**src/sv/rca_pkg.sv**
```systemverilog
`timescale 1ns / 1ps
// ----------------------------------------------------------------------------
// rca_pkg
// Shared types and constants of the rain column animator.
// ----------------------------------------------------------------------------
package rca_pkg;

  localparam logic [31:0] LCG_MUL   = 32'd1103515245;
  localparam logic [31:0] LCG_ADD   = 32'd12345;
  localparam logic [31:0] SEED_MASK = 32'h4B7E1131;

  localparam logic [4:0] SPEED_SPAN = 5'd3;
  localparam logic [4:0] TRAIL_SPAN = 5'd6;
  localparam logic [3:0] TRAIL_LOW  = 4'd3;

  localparam int RAND_W   = 32;
  localparam int DIGIT_W  = 8;
  localparam int SWEEPS   = RAND_W / DIGIT_W;
  localparam int SWEEP_W  = $clog2(SWEEPS);

  localparam int COL_OUT_W   = 4;
  localparam int HEAD_OUT_W  = 3;
  localparam int SPEED_W     = 2;
  localparam int TRAIL_W     = 4;

  localparam logic OP_START = 1'b0;
  localparam logic OP_TICK  = 1'b1;

  typedef enum logic [5:0] {
    S_IDLE = 6'b000001,
    S_READ = 6'b000010,
    S_EVAL = 6'b000100,
    S_DRAW = 6'b001000,
    S_MOD  = 6'b010000,
    S_EMIT = 6'b100000
  } state_t;

  typedef enum logic [2:0] {
    DRAW_HEAD  = 3'b001,
    DRAW_SPEED = 3'b010,
    DRAW_TRAIL = 3'b100
  } draw_t;

  typedef struct packed {
    logic       start;
    logic [4:0] divisor;
  } mod_req_t;

endpackage

```
**src/sv/rca_if.sv**
```systemverilog
`timescale 1ns / 1ps
// ----------------------------------------------------------------------------
// rca_in_if / rca_out_if
// Valid/ready channels for command items and per-column results.
// ----------------------------------------------------------------------------
interface rca_in_if;
  import rca_pkg::*;
  logic        valid;
  logic        ready;
  logic        operation;
  logic [31:0] seed_time;

  modport source (output valid, output operation, output seed_time, input ready);
  modport sink (input valid, input operation, input seed_time, output ready);
endinterface

interface rca_out_if;
  import rca_pkg::*;
  logic                  valid;
  logic                  ready;
  logic [COL_OUT_W-1:0]  column_index;
  logic [HEAD_OUT_W-1:0] head_row;
  logic [SPEED_W-1:0]    drop_speed;
  logic [TRAIL_W-1:0]    trail_length;
  logic                  last_column;

  modport source (output valid, output column_index, output head_row, output drop_speed,
                  output trail_length, output last_column, input ready);
  modport sink (input valid, input column_index, input head_row, input drop_speed,
                input trail_length, input last_column, output ready);
endinterface

```
**src/sv/rain_column_animator.sv**
```systemverilog
`timescale 1ns / 1ps
// ----------------------------------------------------------------------------
// rain_column_animator
// One falling drop per LED column, state held in a column RAM and advanced
// by a shared LCG and a byte-serial remainder unit.
// operation: columns are handled one after another; a start makes three draws
//   (head, speed, trail) for every column, each an LCG step and a remainder;
//   a tick advances each head and redraws speed and trail of a column that
//   wraps; a result waits while the output is held; one item at a time
// reset: synchronous, all columns read as zero and generator state is zero
// ----------------------------------------------------------------------------
module rain_column_animator #(
  parameter int COLUMNS = 14,
  parameter int ROWS    = 6
) (
  input  logic clk,
  input  logic rst_n,
  rca_in_if.sink    in_ch,
  rca_out_if.source out_ch
);
  import rca_pkg::*;

  localparam int CW     = COLUMNS > 1 ? $clog2(COLUMNS) : 1;
  localparam int HW     = $clog2(ROWS);
  localparam int ENT_W  = HW + SPEED_W + TRAIL_W;
  localparam int CEXT_W = CW > COL_OUT_W ? CW : COL_OUT_W;
  localparam int HEXT_W = HW > HEAD_OUT_W ? HW : HEAD_OUT_W;
  localparam logic [HW:0]   ROWS_W   = (HW + 1)'(ROWS);
  localparam logic [4:0]    ROWS_DIV = 5'(ROWS);
  localparam logic [CW-1:0] LAST_COL = CW'(COLUMNS - 1);

  state_t              state_r;
  draw_t               draw_r;
  logic                op_r;
  logic [RAND_W-1:0]   lcg_r, lcg_nxt;
  logic [CW-1:0]       col_r;
  logic [HW-1:0]       head_r;
  logic [SPEED_W-1:0]  speed_r;
  logic [TRAIL_W-1:0]  trail_r;
  logic [COLUMNS-1:0]  written_r;

  logic [ENT_W-1:0]    rdata, ent, wdata;
  logic                mem_we, emit_fire;
  logic [HW:0]         sum;
  logic [HW-1:0]       head_adv;

  mod_req_t            mreq;
  logic                mdone;
  logic [3:0]          mrem;

  logic                  out_valid_r;
  logic [COL_OUT_W-1:0]  out_col_r;
  logic [HEAD_OUT_W-1:0] out_head_r;
  logic [SPEED_W-1:0]    out_speed_r;
  logic [TRAIL_W-1:0]    out_trail_r;
  logic                  out_last_r;
  logic [CEXT_W-1:0]     col_ext;
  logic [HEXT_W-1:0]     head_ext;

  assign lcg_nxt   = lcg_r * LCG_MUL + LCG_ADD;
  assign ent       = written_r[col_r] ? rdata : '0;
  assign sum       = {1'b0, ent[ENT_W-1 -: HW]} + (HW + 1)'(ent[TRAIL_W +: SPEED_W]);
  assign head_adv  = (sum >= ROWS_W) ? HW'(sum - ROWS_W) : sum[HW-1:0];
  assign emit_fire = (state_r == S_EMIT) && (!out_valid_r || out_ch.ready);
  assign mem_we    = emit_fire;
  assign wdata     = {head_r, speed_r, trail_r};
  assign col_ext   = CEXT_W'(col_r);
  assign head_ext  = HEXT_W'(head_r);

  always_comb begin
    mreq.start = (state_r == S_DRAW);
    unique case (draw_r)
      DRAW_HEAD:  mreq.divisor = ROWS_DIV;
      DRAW_SPEED: mreq.divisor = SPEED_SPAN;
      DRAW_TRAIL: mreq.divisor = TRAIL_SPAN;
      default:    mreq.divisor = ROWS_DIV;
    endcase
  end

  rca_ram #(
    .WIDTH (ENT_W),
    .DEPTH (COLUMNS)
  ) u_col_ram (
    .clk   (clk),
    .we    (mem_we),
    .waddr (col_r),
    .wdata (wdata),
    .raddr (col_r),
    .rdata (rdata)
  );

  rca_mod u_mod (
    .clk   (clk),
    .rst_n (rst_n),
    .req   (mreq),
    .value (lcg_nxt),
    .done  (mdone),
    .rem   (mrem)
  );

  assign in_ch.ready = (state_r == S_IDLE);

  always_ff @(posedge clk) begin
    if (!rst_n) begin
      state_r     <= S_IDLE;
      draw_r      <= DRAW_HEAD;
      lcg_r       <= '0;
      col_r       <= '0;
      written_r   <= '0;
      out_valid_r <= 1'b0;
    end else begin
      if (emit_fire) begin
        out_valid_r <= 1'b1;
      end else if (out_ch.valid && out_ch.ready) begin
        out_valid_r <= 1'b0;
      end
      unique case (state_r)
        S_IDLE: begin
          if (in_ch.valid) begin
            col_r   <= '0;
            state_r <= S_READ;
            if (in_ch.operation == OP_START) begin
              lcg_r <= in_ch.seed_time ^ SEED_MASK;
            end
          end
        end
        S_READ: state_r <= S_EVAL;
        S_EVAL: begin
          if (op_r == OP_START) begin
            draw_r  <= DRAW_HEAD;
            state_r <= S_DRAW;
          end else if (head_adv < ent[ENT_W-1 -: HW]) begin
            draw_r  <= DRAW_SPEED;
            state_r <= S_DRAW;
          end else begin
            state_r <= S_EMIT;
          end
        end
        S_DRAW: begin
          lcg_r   <= lcg_nxt;
          state_r <= S_MOD;
        end
        S_MOD: begin
          if (mdone) begin
            unique case (draw_r)
              DRAW_HEAD: begin
                draw_r  <= DRAW_SPEED;
                state_r <= S_DRAW;
              end
              DRAW_SPEED: begin
                draw_r  <= DRAW_TRAIL;
                state_r <= S_DRAW;
              end
              default: state_r <= S_EMIT;
            endcase
          end
        end
        S_EMIT: begin
          if (emit_fire) begin
            written_r[col_r] <= 1'b1;
            if (col_r == LAST_COL) begin
              state_r <= S_IDLE;
            end else begin
              col_r   <= col_r + 1'b1;
              state_r <= S_READ;
            end
          end
        end
        default: state_r <= S_IDLE;
      endcase
    end
  end

  always_ff @(posedge clk) begin
    if (state_r == S_IDLE && in_ch.valid) begin
      op_r <= in_ch.operation;
    end
    if (state_r == S_EVAL) begin
      head_r  <= (op_r == OP_TICK) ? head_adv : ent[ENT_W-1 -: HW];
      speed_r <= ent[TRAIL_W +: SPEED_W];
      trail_r <= ent[TRAIL_W-1:0];
    end
    if (state_r == S_MOD && mdone) begin
      unique case (draw_r)
        DRAW_HEAD:  head_r  <= mrem[HW-1:0];
        DRAW_SPEED: speed_r <= mrem[SPEED_W-1:0] + 1'b1;
        DRAW_TRAIL: trail_r <= mrem + TRAIL_LOW;
        default:    trail_r <= mrem + TRAIL_LOW;
      endcase
    end
    if (emit_fire) begin
      out_col_r   <= col_ext[COL_OUT_W-1:0];
      out_head_r  <= head_ext[HEAD_OUT_W-1:0];
      out_speed_r <= speed_r;
      out_trail_r <= trail_r;
      out_last_r  <= (col_r == LAST_COL);
    end
  end

  assign out_ch.valid        = out_valid_r;
  assign out_ch.column_index = out_col_r;
  assign out_ch.head_row     = out_head_r;
  assign out_ch.drop_speed   = out_speed_r;
  assign out_ch.trail_length = out_trail_r;
  assign out_ch.last_column  = out_last_r;

endmodule

```
**src/sv/rca_ram.sv**
```systemverilog
`timescale 1ns / 1ps
// ----------------------------------------------------------------------------
// rca_ram
// Generic single-write, single-read RAM with registered read data.
// ----------------------------------------------------------------------------
module rca_ram #(
  parameter int WIDTH = 8,
  parameter int DEPTH = 16
) (
  input  logic                                   clk,
  input  logic                                   we,
  input  logic [(DEPTH > 1 ? $clog2(DEPTH) : 1)-1:0] waddr,
  input  logic [WIDTH-1:0]                       wdata,
  input  logic [(DEPTH > 1 ? $clog2(DEPTH) : 1)-1:0] raddr,
  output logic [WIDTH-1:0]                       rdata
);

  logic [WIDTH-1:0] mem [DEPTH];

  always_ff @(posedge clk) begin
    if (we) begin
      mem[waddr] <= wdata;
    end
    rdata <= mem[raddr];
  end

endmodule

```
**src/sv/rca_mod.sv**
```systemverilog
`timescale 1ns / 1ps
// ----------------------------------------------------------------------------
// rca_mod
// Remainder of a 32-bit random value by a small divisor, one byte per cycle.
// ----------------------------------------------------------------------------
module rca_mod (
  input  logic              clk,
  input  logic              rst_n,
  input  rca_pkg::mod_req_t req,
  input  logic [31:0]       value,
  output logic              done,
  output logic [3:0]        rem
);
  import rca_pkg::*;

  logic [RAND_W-1:0]  val_r, val_nxt;
  logic [3:0]         rem_r, rem_nxt;
  logic [4:0]         div_r;
  logic [SWEEP_W-1:0] cnt_r;
  logic               busy_r, done_r;

  always_comb begin
    logic [4:0] t;
    t       = 5'd0;
    rem_nxt = rem_r;
    for (int i = 0; i < DIGIT_W; i++) begin
      t = {rem_nxt, val_r[RAND_W-1-i]};
      if (t >= div_r) begin
        t = t - div_r;
      end
      rem_nxt = t[3:0];
    end
    val_nxt = val_r << DIGIT_W;
  end

  always_ff @(posedge clk) begin
    if (!rst_n) begin
      busy_r <= 1'b0;
      done_r <= 1'b0;
      cnt_r  <= '0;
    end else begin
      if (req.start) begin
        busy_r <= 1'b1;
        cnt_r  <= '0;
        done_r <= 1'b0;
      end else if (busy_r) begin
        cnt_r  <= cnt_r + 1'b1;
        done_r <= (cnt_r == SWEEP_W'(SWEEPS - 1));
        if (cnt_r == SWEEP_W'(SWEEPS - 1)) begin
          busy_r <= 1'b0;
        end
      end else begin
        done_r <= 1'b0;
      end
    end
  end

  always_ff @(posedge clk) begin
    if (req.start) begin
      val_r <= value;
      rem_r <= 4'd0;
      div_r <= req.divisor;
    end else if (busy_r) begin
      val_r <= val_nxt;
      rem_r <= rem_nxt;
    end
  end

  assign done = done_r;
  assign rem  = rem_r;

endmodule

```
**src/flat_wrapper.sv**
```systemverilog
// flat-port wrapper written by rule: the top's interface ports become plain ports
module rain_column_animator_flat import rca_pkg::*;
#(
  parameter int COLUMNS = 14,
  parameter int ROWS    = 6
)
  (clk, rst_n, in_ch_valid, in_ch_operation, in_ch_seed_time, in_ch_ready, out_ch_valid, out_ch_column_index, out_ch_head_row, out_ch_drop_speed, out_ch_trail_length, out_ch_last_column, out_ch_ready);
  rca_in_if in_ch_i ();
  rca_out_if out_ch_i ();
  input  logic clk;
  input  logic rst_n;
  input wire logic [$bits(in_ch_i.valid)-1:0] in_ch_valid;
  input wire logic [$bits(in_ch_i.operation)-1:0] in_ch_operation;
  input wire logic [$bits(in_ch_i.seed_time)-1:0] in_ch_seed_time;
  output wire logic [$bits(in_ch_i.ready)-1:0] in_ch_ready;
  output wire logic [$bits(out_ch_i.valid)-1:0] out_ch_valid;
  output wire logic [$bits(out_ch_i.column_index)-1:0] out_ch_column_index;
  output wire logic [$bits(out_ch_i.head_row)-1:0] out_ch_head_row;
  output wire logic [$bits(out_ch_i.drop_speed)-1:0] out_ch_drop_speed;
  output wire logic [$bits(out_ch_i.trail_length)-1:0] out_ch_trail_length;
  output wire logic [$bits(out_ch_i.last_column)-1:0] out_ch_last_column;
  input wire logic [$bits(out_ch_i.ready)-1:0] out_ch_ready;
  assign in_ch_i.valid = in_ch_valid;
  assign in_ch_i.operation = in_ch_operation;
  assign in_ch_i.seed_time = in_ch_seed_time;
  assign in_ch_ready = in_ch_i.ready;
  assign out_ch_valid = out_ch_i.valid;
  assign out_ch_column_index = out_ch_i.column_index;
  assign out_ch_head_row = out_ch_i.head_row;
  assign out_ch_drop_speed = out_ch_i.drop_speed;
  assign out_ch_trail_length = out_ch_i.trail_length;
  assign out_ch_last_column = out_ch_i.last_column;
  assign out_ch_i.ready = out_ch_ready;
  rain_column_animator #(.COLUMNS(COLUMNS), .ROWS(ROWS)) u_core (.clk(clk), .rst_n(rst_n), .in_ch(in_ch_i), .out_ch(out_ch_i));
endmodule
```
**config.mk**
```make
export PLATFORM = sky130hd
export DESIGN_NAME = rain_column_animator_flat
export DESIGN_NICKNAME = d
export VERILOG_FILES = /design/src/sv/rca_pkg.sv /design/src/sv/rca_if.sv /design/src/sv/rain_column_animator.sv /design/src/sv/rca_ram.sv /design/src/sv/rca_mod.sv /design/src/flat_wrapper.sv
export SDC_FILE = /design/constraint.sdc
export NUM_CORES = 1
export LEC_CHECK = 0
export BUFFER_PORTS_ARGS = -buffer_cell sky130_fd_sc_hd__buf_2
export CORE_ASPECT_RATIO = 1.2
export CORE_UTILIZATION = 50
export DETAILED_ROUTE_END_ITERATION = 8
export PLACE_DENSITY = 0.66
export SETUP_SLACK_MARGIN = 0.1
export SLEW_MARGIN = 5
export SYNTH_ARGS = -nofsm -noshare
export SYNTH_HDL_FRONTEND = slang
export SYNTH_SLANG_ARGS = --single-unit
```
**constraint.sdc**
```tcl
create_clock -name clk -period 19.9 [get_ports clk]
set_input_delay 1.99 -clock clk [delete_from_list [all_inputs] [get_ports clk]]
set_output_delay 1.99 -clock clk [all_outputs]
set_load 0.01 [all_outputs]
```
; Word-level counts from Yosys, hierarchy flattened
; Memories as Yosys holds them, arrays and structs flattened. A register that Yosys moved wholly into a read port is not among the register bits.
; Index checks and enable logic that the tools add are counted.
[totals]
reg_bits = 127
output_inout_bits = 16
ram_bits = 126
memories = 1
word_cells = 145
[mem_list]
columns = name, words, width, rd, rd_clocked_by_memory_dff, wr, line_no
row1 = u_core.u_col_ram.mem, 14, 9, 1, 1, 1, rca_ram.sv:18  ; logic [WIDTH-1:0] mem [DEPTH];
[classes]
mux = 54
eq_ne = 17
multipliers = 1
n_reduce_logical = 20
add_sub_neg = 15
n_lt_le_gt_ge = 12
bitwise_logic = 4
[ops]
columns = cell, count
row1 = two-way mux 32 bit, 4
row2 = case mux 32 bit (2 select lines), 1
row3 = two-way mux 4 bit, 14
row4 = >= comparator 5 x 3 -> 1 bit, 8
row5 = two-way mux 6 bit, 6
row6 = case mux 6 bit (6 select lines), 1
row7 = adder 32 x 14 -> 32 bit (second input constant), 1
row8 = multiplier 32 x 31 -> 32 bit (second input constant), 1
row9 = subtractor 4 x 3 -> 4 bit, 8
row10 = two-way mux 3 bit, 9
row11 = NOT 15 bit, 1
row12 = OR 14 bit, 1
row13 = case mux 3 bit (2 select lines), 2
row14 = nonzero test 2 bit, 5
row15 = two-way mux 1 bit, 9
row16 = two-way mux 9 bit, 1
row17 = two-way mux 2 bit, 4
row18 = inequality test 2 bit (second input constant), 4
row19 = case mux 4 bit (2 select lines), 1
row20 = AND reduction 4 bit, 2
row21 = equality test 6 x 1 -> 1 bit (second input constant), 1
row22 = equality test 6 x 2 -> 1 bit (second input constant), 1
row23 = equality test 6 x 3 -> 1 bit (second input constant), 1
row24 = equality test 6 x 4 -> 1 bit (second input constant), 1
row25 = other kinds (27), 36

; Longest topological paths before layout
; Gate-level depths: netlist of run 1.
[depth]
ltp_word = 16
depth_mapped = 52
mapped_depth_nobuf = 51

; Modules after synthesis
; A second synthesis of run 1 with hierarchy kept.
[hier_totals]
cells_unflattened = 2012
area_unflattened_um2 = 22032.4
[modules_own_cells]
columns = module, n_inst, area_per_inst_um2, cells_each
row1 = rain_column_animator, 1, 13240.2, 1440
row2 = rca_ram, 1, 5162.5, 232
row3 = rca_mod, 1, 3629.7, 340

; Worst setup path after synthesis of run 1
; OpenSTA, ideal clock, no wires.
[synth_path]
kind = register to register
startpoint = register u_core.u_mod.div_r[0]
endpoint = register u_core.u_mod.rem_r[1] (netlist: u_core.u_mod.rem[1])
arrival_time_ps = 9379
slack_ps = 10385
n_path_buf = 0
stages_incl_launch_ff = 48
period_less_slack_ps = 9515
setup_ps = 135
path_cell_list = edfxtp_1 -> ha_1 -> and2b_2 -> nor3b_1 -> or3_1 -> inv_1 -> ha_1 -> nand2_1 -> o221ai_1 -> a211oi_2 -> o21bai_4 -> mux2i_1 -> inv_1 -> ha_1 -> nand2_1 -> o21bai_1 -> or2_2 -> o32a_2 -> [... 12 more ...] -> nor3_1 -> mux2i_1 -> o211ai_1 -> nand3_1 -> mux2_2 -> ha_1 -> o21ai_0 -> o22a_1 -> nand4_1 -> o211a_1 -> o21ai_0 -> nand2_1 -> ha_1 -> o21ai_0 -> o2111a_1 -> a22oi_4 -> mux2i_1 -> a211oi_2
[synth_between]
elab_chain_len = 16
[synth_lines]
columns = element, line_no
row1 = from (decl), rca_mod.sv:18  ; logic [4:0] div_r;
row2 = from (signal assigned), rca_mod.sv:62  ; div_r <= req.divisor;
row3 = subtractor 4 x 3 -> 4 bit or >= comparator 5 x 3 -> 1 bit (tied branches), "rca_mod.sv:29, rca_mod.sv:28"
row4 = two-way mux 4 bit, rca_mod.sv:28  ; if (t >= div_r) begin
row5 = subtractor 4 x 3 -> 4 bit or >= comparator 5 x 3 -> 1 bit (tied branches), "rca_mod.sv:29, rca_mod.sv:28"
row6 = two-way mux 4 bit, rca_mod.sv:28
row7 = subtractor 4 x 3 -> 4 bit or >= comparator 5 x 3 -> 1 bit (tied branches), "rca_mod.sv:29, rca_mod.sv:28"
row8 = two-way mux 4 bit, rca_mod.sv:28
row9 = subtractor 4 x 3 -> 4 bit or >= comparator 5 x 3 -> 1 bit (tied branches), "rca_mod.sv:29, rca_mod.sv:28"
row10 = two-way mux 4 bit, rca_mod.sv:28
row11 = >= comparator 5 x 3 -> 1 bit or subtractor 4 x 3 -> 4 bit (tied branches), "rca_mod.sv:28, rca_mod.sv:29"
row12 = two-way mux 4 bit, rca_mod.sv:28
row13 = subtractor 4 x 3 -> 4 bit or >= comparator 5 x 3 -> 1 bit (tied branches), "rca_mod.sv:29, rca_mod.sv:28"
row14 = two-way mux 4 bit, rca_mod.sv:28
row15 = >= comparator 5 x 3 -> 1 bit or subtractor 4 x 3 -> 4 bit (tied branches), "rca_mod.sv:28, rca_mod.sv:29"
row16 = two-way mux 4 bit, rca_mod.sv:28
row17 = subtractor 4 x 3 -> 4 bit or >= comparator 5 x 3 -> 1 bit (tied branches), "rca_mod.sv:29, rca_mod.sv:28"
row18 = two-way mux 4 bit *, rca_mod.sv:28
row19 = to (signal assigned), rca_mod.sv:65  ; rem_r <= rem_nxt;
row20 = to (decl), rca_mod.sv:17  ; logic [3:0] rem_r, rem_nxt;
; Every way passes the cells marked *; elsewhere a longest branch is shown, timed or not.
; A chain may end at the register's enable or synchronous reset.

; Final worst setup path of run 1
[layout_path]
startpoint = register u_core.u_mod.div_r[2]
endpoint = register u_core.u_mod.rem_r[1] (netlist: u_core.u_mod.rem[1])
[layout_between]
elab_chain_len = 16
[layout_lines]
columns = element, line_no
row1 = subtractor 4 x 3 -> 4 bit or >= comparator 5 x 3 -> 1 bit (tied branches), "rca_mod.sv:29, rca_mod.sv:28"
row2 = two-way mux 4 bit, rca_mod.sv:28
row3 = subtractor 4 x 3 -> 4 bit or >= comparator 5 x 3 -> 1 bit (tied branches), "rca_mod.sv:29, rca_mod.sv:28"
row4 = two-way mux 4 bit, rca_mod.sv:28
row5 = >= comparator 5 x 3 -> 1 bit or subtractor 4 x 3 -> 4 bit (tied branches), "rca_mod.sv:28, rca_mod.sv:29"
row6 = two-way mux 4 bit, rca_mod.sv:28
row7 = subtractor 4 x 3 -> 4 bit or >= comparator 5 x 3 -> 1 bit (tied branches), "rca_mod.sv:29, rca_mod.sv:28"
row8 = two-way mux 4 bit, rca_mod.sv:28
row9 = subtractor 4 x 3 -> 4 bit or >= comparator 5 x 3 -> 1 bit (tied branches), "rca_mod.sv:29, rca_mod.sv:28"
row10 = two-way mux 4 bit, rca_mod.sv:28
row11 = subtractor 4 x 3 -> 4 bit or >= comparator 5 x 3 -> 1 bit (tied branches), "rca_mod.sv:29, rca_mod.sv:28"
row12 = two-way mux 4 bit, rca_mod.sv:28
row13 = >= comparator 5 x 3 -> 1 bit or subtractor 4 x 3 -> 4 bit (tied branches), "rca_mod.sv:28, rca_mod.sv:29"
row14 = two-way mux 4 bit, rca_mod.sv:28
row15 = subtractor 4 x 3 -> 4 bit or >= comparator 5 x 3 -> 1 bit (tied branches), "rca_mod.sv:29, rca_mod.sv:28"
row16 = two-way mux 4 bit *, rca_mod.sv:28
; Marked as above.

==> impl_metrics.py, run 1 <==
metrics = {
    "run_status": {
        "status": "completed",
    },
    "critical_path": {
        "worst-path-stages": 48,
        "cp-end-kind": "flop",
        "reg2reg_depth": 48,
        "critPathKind": "reg2reg",
        "crit_family": "compound AO/OA/AOI/OAI gates",
        "start_kind": "flop",
        "crit_arrival_ps": 11490,
        "slowest_delay_ps": 420,
        "critPathBufInv": 3,
        "cp.required_ps": 20320,
        "worst_path_most_repeated_cell": "ha_1",
        "cp_max_fo": 8,
        "cp_slowest_cell": "ha_1",
    },
    "synthesis": {
        "synth_area_leaders": "edfxtp_1 25%, fa_1 19%, ha_1 14%",
        "avgSynthCellArea_sq_um": 11.2,
        "ys_ff_latch": 261,
        "yosys_most_used_dff": "edfxtp_1",
        "synth_top_cell_area_share": 0.253,
        "seq_area_frac_synth": 0.336,
        "netlist_area_sq_um": 20800,
        "ys_types": 90,
        "async_flop_share": 0,
        "synth_cells": 1859,
        "synth_edf_count": 175,
        "syn_nets": 2325,
        "synth_warnings": 0,
        "synth_top_area_cell": "edfxtp_1",
    },
    "sta": {
        "period_share": 0.556,
        "whs_ps": 462,
        "tightest_slew_ps": 1180,
        "relSlewSlack": 0.213,
        "layout_min_cycle_time_ps": 11060,
        "setup_ws_ps": 8840,
        "slew_viol_final": 0,
        "final-setup-viol-count": 0,
        "rsz0062_at_grt": "no",
        "fmax_mhz": 90.4,
        "finalHoldViolCount": 0,
        "finalSetupTns_ps": 0,
        "finalClockSkew_ps": 17.7,
    },
    "die": {
        "start_util": 0.509,
        "pin_count": 53,
        "die_w_microns": 188,
        "floorplan.rows": 81,
        "die_h_microns": 225,
        "fp.dieArea_sq_um": 42400,
        "core_sq_um": 40800,
    },
    "power": {
        "power.total_mw": 3.34,
        "switching_share": 0.450,
        "p_seq_frac": 0.180,
        "switchingPower_mw": 1.50,
        "p_leak_nw": 10.3,
        "pwr-share-clk": 0.170,
        "ir_worst_vdd_mv": 0.154,
        "intPower_mw": 1.84,
        "power_density_nw_per_um2": 148,
        "power.share.combinational": 0.650,
    },
    "placed_design": {
        "pre_cts_ws_ps": 9060,
        "routabilityCongestion": 0.985,
        "dp_cells": 2416,
        "port_buffers": 52,
        "place_hpwl_microns": 39600,
        "placed_area_sq_um": 21600,
    },
    "route": {
        "via_count": 13400,
        "routedWlPerCell_microns": 20.3,
        "dr.pass1.iters": 5,
        "drcViolationCount": 0,
        "ant_nets": 0,
        "first_iter_violations": 792,
        "wl_microns": 50100,
        "vias_per_cell": 5.44,
    },
    "global_routing": {
        "antenna_found_initial": 2,
        "grt_max_degree": 68,
        "grt_pass1_vias": 14400,
        "grtUsageTotal": 0.245,
        "grt-ovfl-total": 0,
        "grt_pass1_wl_microns": 78600,
    },
    "clock_tree": {
        "cts_setup_buffers": 0,
        "ctsResizeCount": 0,
        "htree_num_levels": 1,
        "hold_buffers": 0,
        "clkTransAtPathRegs_ps": 60,
        "cts_buffers": 27,
        "clock-root-buffer": "clkbuf_16",
        "cts_tree": "done",
        "insertion_delay_ps": 560,
        "cts_buffer_depth": 3,
        "clock_sinks": 261,
    },
    "hold_path": {
        "hold_class": "reg2reg",
        "hold_depth": 1,
    },
    "cells_and_area": {
        "areaGrowthSynthToFinish_pct": 8.81,
        "antenna_cells": 0,
        "final_cells": 2466,
        "layout-drive-gt1-share": 0.108,
        "fin_util": 0.554,
        "layout_commonest_cell": "inv_1",
        "nets": 2372,
        "stdcell_area_sq_um": 22600,
        "mostFrequentLayoutCells": "407 x inv_1, 233 x ha_1, 196 x fa_1",
    },
    "flow_run": {
        "cap_violations": 0,
    },
}
## registers in the layout, summed over array words and instances, names as in the netlist, 2 cells and up
name,flops
u_core.u_mod.val_r,32
u_core.trail_r,4
u_core.u_mod.rem,4
u_core.col_ext,4
u_core.out_ch.drop_speed,2
u_core.out_ch.column_index,4
u_core.speed_r,2
u_core.lcg_r,32
u_core.written_r,14
u_core.u_mod.div_r,2
u_core.head_ext,3
u_core.out_ch.trail_length,4
u_core.u_col_ram.mem,126
u_core.state_r,6
u_core.u_mod.cnt_r,2
u_core.draw_r,3
u_core.out_ch.head_row,3
u_core.u_col_ram.rdata,9
## cell type report
class / instances / area, sq um
repair buffers: 61 / 328
inverters: 408 / 1530
clock inverters: 20 / 313
flip-flops and latches: 261 / 6980
multi-input cells: 1147 / 12100
fillers: 3478 / 18200
clock buffers: 30 / 687
well taps: 539 / 674
## worst register-to-register path, delay by kind of cell, from the launching register on
family,cells,cell delay [ps]
AOI/OAI and AO/OA,16,3170
and+or+nand+nor,17,3050
adders and majority gates,8,2730
muxes,4,1130
DFF,1,360
buffers and inverters,3,510
## layer usage
| metal | part of all wire | GRT usage | routed length [microns] | up-vias |
|---|---|---|---|---|
| li1 | - | - | - | 6311 |
| met1 | 0.40 | 0.293 | 20100 | 6694 |
| met2 | 0.52 | 0.450 | 25800 | 321 |
| met3 | 0.047 | 0.0297 | 2370 | 97 |
| met4 | 0.037 | 0.0918 | 1870 | 4 |
| met5 | 0.00054 | 0 | 27 | - |
## final timing paths
kind	start	slack [ps]	endpoint
worst min-delay path	u_core.written_r[10]$_SDFFE_PN0P_	460	u_core.written_r[10]$_SDFFE_PN0P_
worst max-delay path	u_core.u_mod.div_r[2]$_DFFE_PN_	8840	u_core.u_mod.rem[1]$_SDFFE_PN0P_
worst max register to register	u_core.u_mod.div_r[2]$_DFFE_PN_	8840	u_core.u_mod.rem[1]$_SDFFE_PN0P_
worst min register to register	u_core.written_r[10]$_SDFFE_PN0P_	460	u_core.written_r[10]$_SDFFE_PN0P_
## kinds of logic after synthesis
| kind of cell | count (synthesis) | synth area share |
|---|---|---|
| DFF | 261 | 0.336 |
| and+or+nand+nor | 311 | 0.0722 |
| muxes | 70 | 0.0588 |
| AOI/OAI and AO/OA | 264 | 0.0910 |
| xor gates and xnor gates | 73 | 0.0308 |
| adders and majority gates | 429 | 0.329 |
| buffers and inverters | 451 | 0.0823 |
## power by group through the flow
stage | sequential, mW | clock (mW) | combinational (mW)
floorplan | 0.604 | 0 | 1.71
global placement | 0.613 | 0 | 2.11
detailed placement | 0.613 | 0 | 2.15
CTS | 0.601 | 0.576 | 2.17
global route | 0.603 | 0.594 | 2.44
finish | 0.602 | 0.569 | 2.17
## Yosys cell counts, drive strengths merged, types with 25 or more instances
| cell type | count |
|---|---|
| o21ai | 47 |
| ha | 233 |
| clkbuf | 35 |
| nor2 | 97 |
| dfxtp | 86 |
| xnor2 | 56 |
| fa | 196 |
| edfxtp | 175 |
| a21oi | 70 |
| mux4 | 40 |
| and2 | 25 |
| inv | 407 |
| nand2 | 95 |
Power figures use the tool's default switching activity.
==> run 2, diff against run 1 <==
ABC_AREA = 1   (was not set)
PLACE_DENSITY = 0.69   (was 0.66)
clock period = 9.9 ns   (was 19.9 ns; I/O delays follow)
==> impl_metrics.py, run 2 <==
metrics = {
    "run_status": {
        "status": "completed",
    },
    "sta": {
        "finalHoldViolCount": 0,
        "relSlewSlack": 0.267,
        "tightest_slew_ps": 1100,
        "layout_min_cycle_time_ps": 8390,
        "fmax_mhz": 119,
        "whs_ps": 460,
        "final-setup-viol-count": 0,
        "slew_viol_final": 0,
        "period_share": 0.848,
        "setup_ws_ps": 1510,
        "finalSetupTns_ps": 0,
        "rsz0062_at_grt": "no",
        "finalClockSkew_ps": 21.2,
    },
    "placed_design": {
        "placed_area_sq_um": 21400,
        "port_buffers": 52,
        "place_hpwl_microns": 40500,
        "pre_cts_ws_ps": 1550,
        "routabilityCongestion": 0.963,
    },
    "cells_and_area": {
        "antenna_cells": 0,
        "nets": 2645,
        "layout-drive-gt1-share": 0.0969,
        "stdcell_area_sq_um": 22200,
        "regMostFlops": "u_core.u_col_ram.mem",
        "areaGrowthSynthToFinish_pct": 8.35,
        "reg_top3": "u_core.u_col_ram.mem (126), u_core.lcg_r (32), u_core.u_mod.val_r (32)",
        "nFillCells": 3472,
        "multi_input_area_sq_um": 11500,
        "mostFrequentLayoutCells": "491 x inv_1, 233 x ha_1, 196 x fa_1",
        "layout_commonest_cell": "inv_1",
        "final-seq-area_sq_um": 6980,
        "largest_reg_flops": 126,
    },
    "die": {
        "fp.dieArea_sq_um": 41900,
        "die_h_microns": 224,
        "start_util": 0.512,
        "floorplan.rows": 80,
        "pin_count": 53,
        "die_w_microns": 187,
        "core_sq_um": 40100,
    },
    "route": {
        "ant_nets": 0,
        "vias_per_cell": 5.29,
        "wl_microns": 51100,
        "drcViolationCount": 0,
        "routedWlPerCell_microns": 18.7,
        "first_iter_violations": 866,
        "via_count": 14400,
        "dr.pass1.iters": 7,
    },
    "critical_path": {
        "cp-end-kind": "flop",
        "reg2reg_from": "u_core.u_mod.div_r[2]$_DFFE_PN_",
        "slowest_delay_ps": 360,
        "critPathBufInv": 1,
        "reg2reg_depth": 52,
        "cp_slowest_cell": "edfxtp_1",
        "cp.required_ps": 10340,
        "endpoint": "u_core.u_mod.rem[0]$_SDFFE_PN0P_",
        "worst-path-stages": 52,
        "reg2reg_slack_ps": 1510,
        "crit_arrival_ps": 8830,
        "crit_family": "simple AND/OR/NAND/NOR gates",
        "worst_path_most_repeated_cell": "ha_1",
        "critPathKind": "reg2reg",
        "start_kind": "flop",
        "startpoint": "u_core.u_mod.div_r[2]$_DFFE_PN_",
        "cp_max_fo": 8,
        "r2r-end": "u_core.u_mod.rem[0]$_SDFFE_PN0P_",
    },
    "synthesis": {
        "synth_top_area_cell": "edfxtp_1",
        "synth_commonest_cells": "491 x inv_1, 233 x ha_1, 196 x fa_1",
        "async_flop_share": 0,
        "synth_top_cell_area_share": 0.256,
        "syn_nets": 2596,
        "synth_area_leaders": "edfxtp_1 26%, fa_1 19%, ha_1 14%",
        "synth_cells": 2130,
        "yosysMostFrequentCell": "inv_1",
        "seq_area_frac_synth": 0.340,
        "synth_edf_count": 175,
        "ys_ff_latch": 261,
        "netlist_area_sq_um": 20500,
        "ys_types": 41,
        "yosys_most_used_dff": "edfxtp_1",
        "avgSynthCellArea_sq_um": 9.64,
        "synth_warnings": 0,
    },
    "clock_tree": {
        "hold_buffers": 0,
        "insertion_delay_ps": 560,
        "htree_num_levels": 1,
        "clkTransAtPathRegs_ps": 60,
        "cts_setup_buffers": 0,
        "cts_buffers": 26,
        "clock-root-buffer": "clkbuf_16",
        "ctsResizeCount": 0,
        "cts_tree": "done",
        "clock_sinks": 261,
        "cts_buffer_depth": 3,
    },
    "global_routing": {
        "grt_max_degree": 76,
        "grt_pass1_vias": 15100,
        "antenna_found_initial": 0,
        "grtUsageTotal": 0.251,
        "grt_pass1_wl_microns": 81500,
        "grt-ovfl-total": 0,
    },
    "flow_run": {
        "cap_violations": 0,
    },
    "hold_path": {
        "hold_class": "reg2reg",
    },
}
run 2: worst register-to-register path: cells and delay by family, from the launching register on:
| kind | cells | cell delay, ps |
|---|---|---|
| and+or+nand+nor | 36 | 3550 |
| AOI/OAI and AO/OA | 7 | 1430 |
| DFF | 1 | 360 |
| adders and majority gates | 8 | 2700 |
| buffers and inverters | 1 | 300 |
run 2: cells by family after synthesis:
group	count (synthesis)	share of synthesized area
adders and majority gates	429	0.333
xor gates and xnor gates	48	0.0205
DFF	261	0.340
AOI/OAI and AO/OA	326	0.0896
and+or+nand+nor	517	0.117
buffers and inverters	549	0.100
run 2: final cells by class:
class,count,area share
clock buffer,32,0.0303
clock inverter,16,0.00686
sequential,261,0.314
timing repair buffer,67,0.0168
multi-input combinational,1320,0.518
inverter,503,0.0849
tap,533,0.0300
run 2: worst min path at each step:
stage	startpoint	endpoint	slack [ps]	cells past startpoint
3_3_place_gp	u_core.written_r[7]$_SDFFE_PN0P_	u_core.written_r[7]$_SDFFE_PN0P_	440	1
5_1_grt	u_core.written_r[10]$_SDFFE_PN0P_	u_core.written_r[10]$_SDFFE_PN0P_	480	1
2_1_floorplan	u_core.u_col_ram.rdata[2]$_DFF_P_	u_core.trail_r[2]$_DFF_P_	430	2
4_1_cts	u_core.written_r[10]$_SDFFE_PN0P_	u_core.written_r[10]$_SDFFE_PN0P_	460	1
6_report	u_core.written_r[10]$_SDFFE_PN0P_	u_core.written_r[10]$_SDFFE_PN0P_	460	1
3_5_place_dp	u_core.written_r[10]$_SDFFE_PN0P_	u_core.written_r[10]$_SDFFE_PN0P_	450	1
run 2: routing by layer:
layer | global-route usage | share of wire
met5 | 0 | 0
met4 | 0.127 | 0.052
met3 | 0.0255 | 0.042
met2 | 0.450 | 0.51
met1 | 0.299 | 0.40
run 2: per-stage QoR:
| stage | util | instances |
|---|---|---|
| finish | 0.554 | 2732 |
| global route | 0.554 | 2732 |
| CTS | 0.554 | 2732 |
| detailed placement | 0.534 | 2684 |
| global placement | 0.534 | 2684 |
| floorplan | - | 2130 |
Power of run 2 is left out: the tool's default activity adds up to more than one toggle a clock period on the data nets, which glitch-free logic cannot reach.
==> run 3, diff against run 2 <==
clock period = 7.2 ns   (was 9.9 ns; I/O delays follow)
==> impl_metrics.py, run 3 (synthesis gave the netlist of run 2 again) <==
metrics = {
    "sta": {
        "whs_ps": 405,
        "setup_ws_ps": 77.3,
        "finalClockSkew_ps": 12.9,
        "finalSetupTns_ps": 0,
        "relSlewSlack": 0.298,
        "final-setup-viol-count": 0,
        "slew_viol_final": 0,
        "tightest_slew_ps": 1050,
        "finalHoldViolCount": 0,
        "period_share": 0.989,
        "fmax_mhz": 140,
        "layout_min_cycle_time_ps": 7120,
        "rsz0062_at_grt": "yes",
    },
    "clock_tree": {
        "cts_tree": "done",
        "clkTransAtPathRegs_ps": 70,
        "insertion_delay_ps": 560,
        "cts_buffer_depth": 3,
        "clock-root-buffer": "clkbuf_16",
        "clock_sinks": 261,
        "htree_num_levels": 1,
        "cts_buffers": 26,
    },
    "route": {
        "first_iter_violations": 873,
        "drcViolationCount": 0,
        "dr.pass1.iters": 5,
        "vias_per_cell": 5.30,
        "wl_microns": 55000,
        "routedWlPerCell_microns": 19.0,
        "ant_nets": 0,
        "via_count": 15300,
    },
    "cells_and_area": {
        "nFillCells": 3314,
        "layout-drive-gt1-share": 0.210,
        "mostFrequentLayoutCells": "479 x inv_1, 203 x ha_1, 193 x fa_1",
        "nets": 2807,
        "reg_top3": "u_core.u_col_ram.mem (126), u_core.lcg_r (32), u_core.u_mod.val_r (32)",
        "areaGrowthSynthToFinish_pct": 18.3,
        "antenna_cells": 0,
        "largest_reg_flops": 126,
        "regMostFlops": "u_core.u_col_ram.mem",
        "final-seq-area_sq_um": 7000,
        "layout_commonest_cell": "inv_1",
        "multi_input_area_sq_um": 12200,
    },
    "critical_path": {
        "cp-end-kind": "flop",
        "reg2reg_depth": 53,
        "cp.required_ps": 7660,
        "critPathKind": "reg2reg",
        "cp_slowest_cell": "edfxtp_1",
        "crit_arrival_ps": 7590,
        "cp_max_fo": 4,
        "slowest_delay_ps": 390,
        "start_kind": "flop",
    },
    "placed_design": {
        "place_hpwl_microns": 42400,
        "port_buffers": 52,
        "pre_cts_ws_ps": -399,
        "routabilityCongestion": 0.977,
    },
    "run_status": {
        "status": "completed",
    },
    "global_routing": {
        "grtUsageTotal": 0.264,
        "grt_max_degree": 76,
        "met1_usage": 0.299,
        "grt-ovfl-total": 0,
        "gr-usage-met3": 0.0265,
        "grt_use_met2": 0.482,
        "antenna_found_initial": 0,
        "grt_pass1_wl_microns": 85000,
        "top_usage_layer": "met2",
        "grt_pass1_vias": 16100,
    },
    "die": {
        "floorplan.rows": 80,
        "die_w_microns": 187,
        "pin_count": 53,
        "core_sq_um": 40100,
        "die_h_microns": 224,
        "start_util": 0.512,
        "fp.dieArea_sq_um": 41900,
    },
    "hold_path": {
        "hold_depth": 2,
        "hold_class": "in2reg",
    },
    "flow_run": {
        "cap_violations": 0,
    },
}
run 3: cell count changes in the layout (fill, tap and decap cells not counted), sizes merged:
cell | before | now
buf | 67 | 229
clkbuf | 32 | 36
clkinv | 13 | 9
inv | 502 | 504
bufinv | 2 | 1
clkinvlp | 2 | 1
run 3: critical path, delay by kind of cell (launching register included):
| family | cells | cell delay [ps] |
|---|---|---|
| and+or+nand+nor | 36 | 3280 |
| AOI/OAI and AO/OA | 6 | 950 |
| buffers and inverters | 4 | 490 |
| DFF | 1 | 390 |
| adders and majority gates | 7 | 1910 |
run 3: worst paths after layout:
path | startpoint | endpoint | slack, ps
max | u_core.u_mod.div_r[2]$_DFFE_PN_ | u_core.u_mod.rem[2]$_SDFFE_PN0P_ | 80
max reg2reg | u_core.u_mod.div_r[2]$_DFFE_PN_ | u_core.u_mod.rem[2]$_SDFFE_PN0P_ | 80
min | in_ch_valid | u_core.state_r[0]$_SDFFE_PN1P_ | 400
min reg2reg | u_core.written_r[12]$_SDFFE_PN0P_ | u_core.written_r[12]$_SDFFE_PN0P_ | 470
run 3: final cells by class:
class	instances	area share
Timing Repair Buffer	229	0.0665
Tap cell	533	0.0274
Inverter	503	0.0779
Sequential cell	261	0.288
Clock inverter	12	0.00561
Clock buffer	36	0.0318
Multi-Input combinational cell	1320	0.503
run 3: what timing repair did:
item / 4_1_cts / 5_1_grt
buffers inserted: 29 / 27
endpoints found under the setup margin: 18 / 18
hold buffers: 0 / 0
resized for setup: 29 / 127
pin swaps: 28 / 95
run 3: layer usage:
layer  up-vias  part of all wire
li1       7244                 -
met1      7455              0.37
met2       485              0.52
met3       159             0.044
met4         0             0.065
met5         -                 0
run 3: per-stage QoR:
step                      utilization  cell area [sq um]  cells
after floorplan                     -              20600   2130
after global placement          0.554              22300   2791
after detailed placement        0.554              22300   2791
after CTS                       0.586              23500   2868
after global routing            0.605              24300   2894
final                           0.605              24300   2894
Power of run 3 is left out for the same reason.
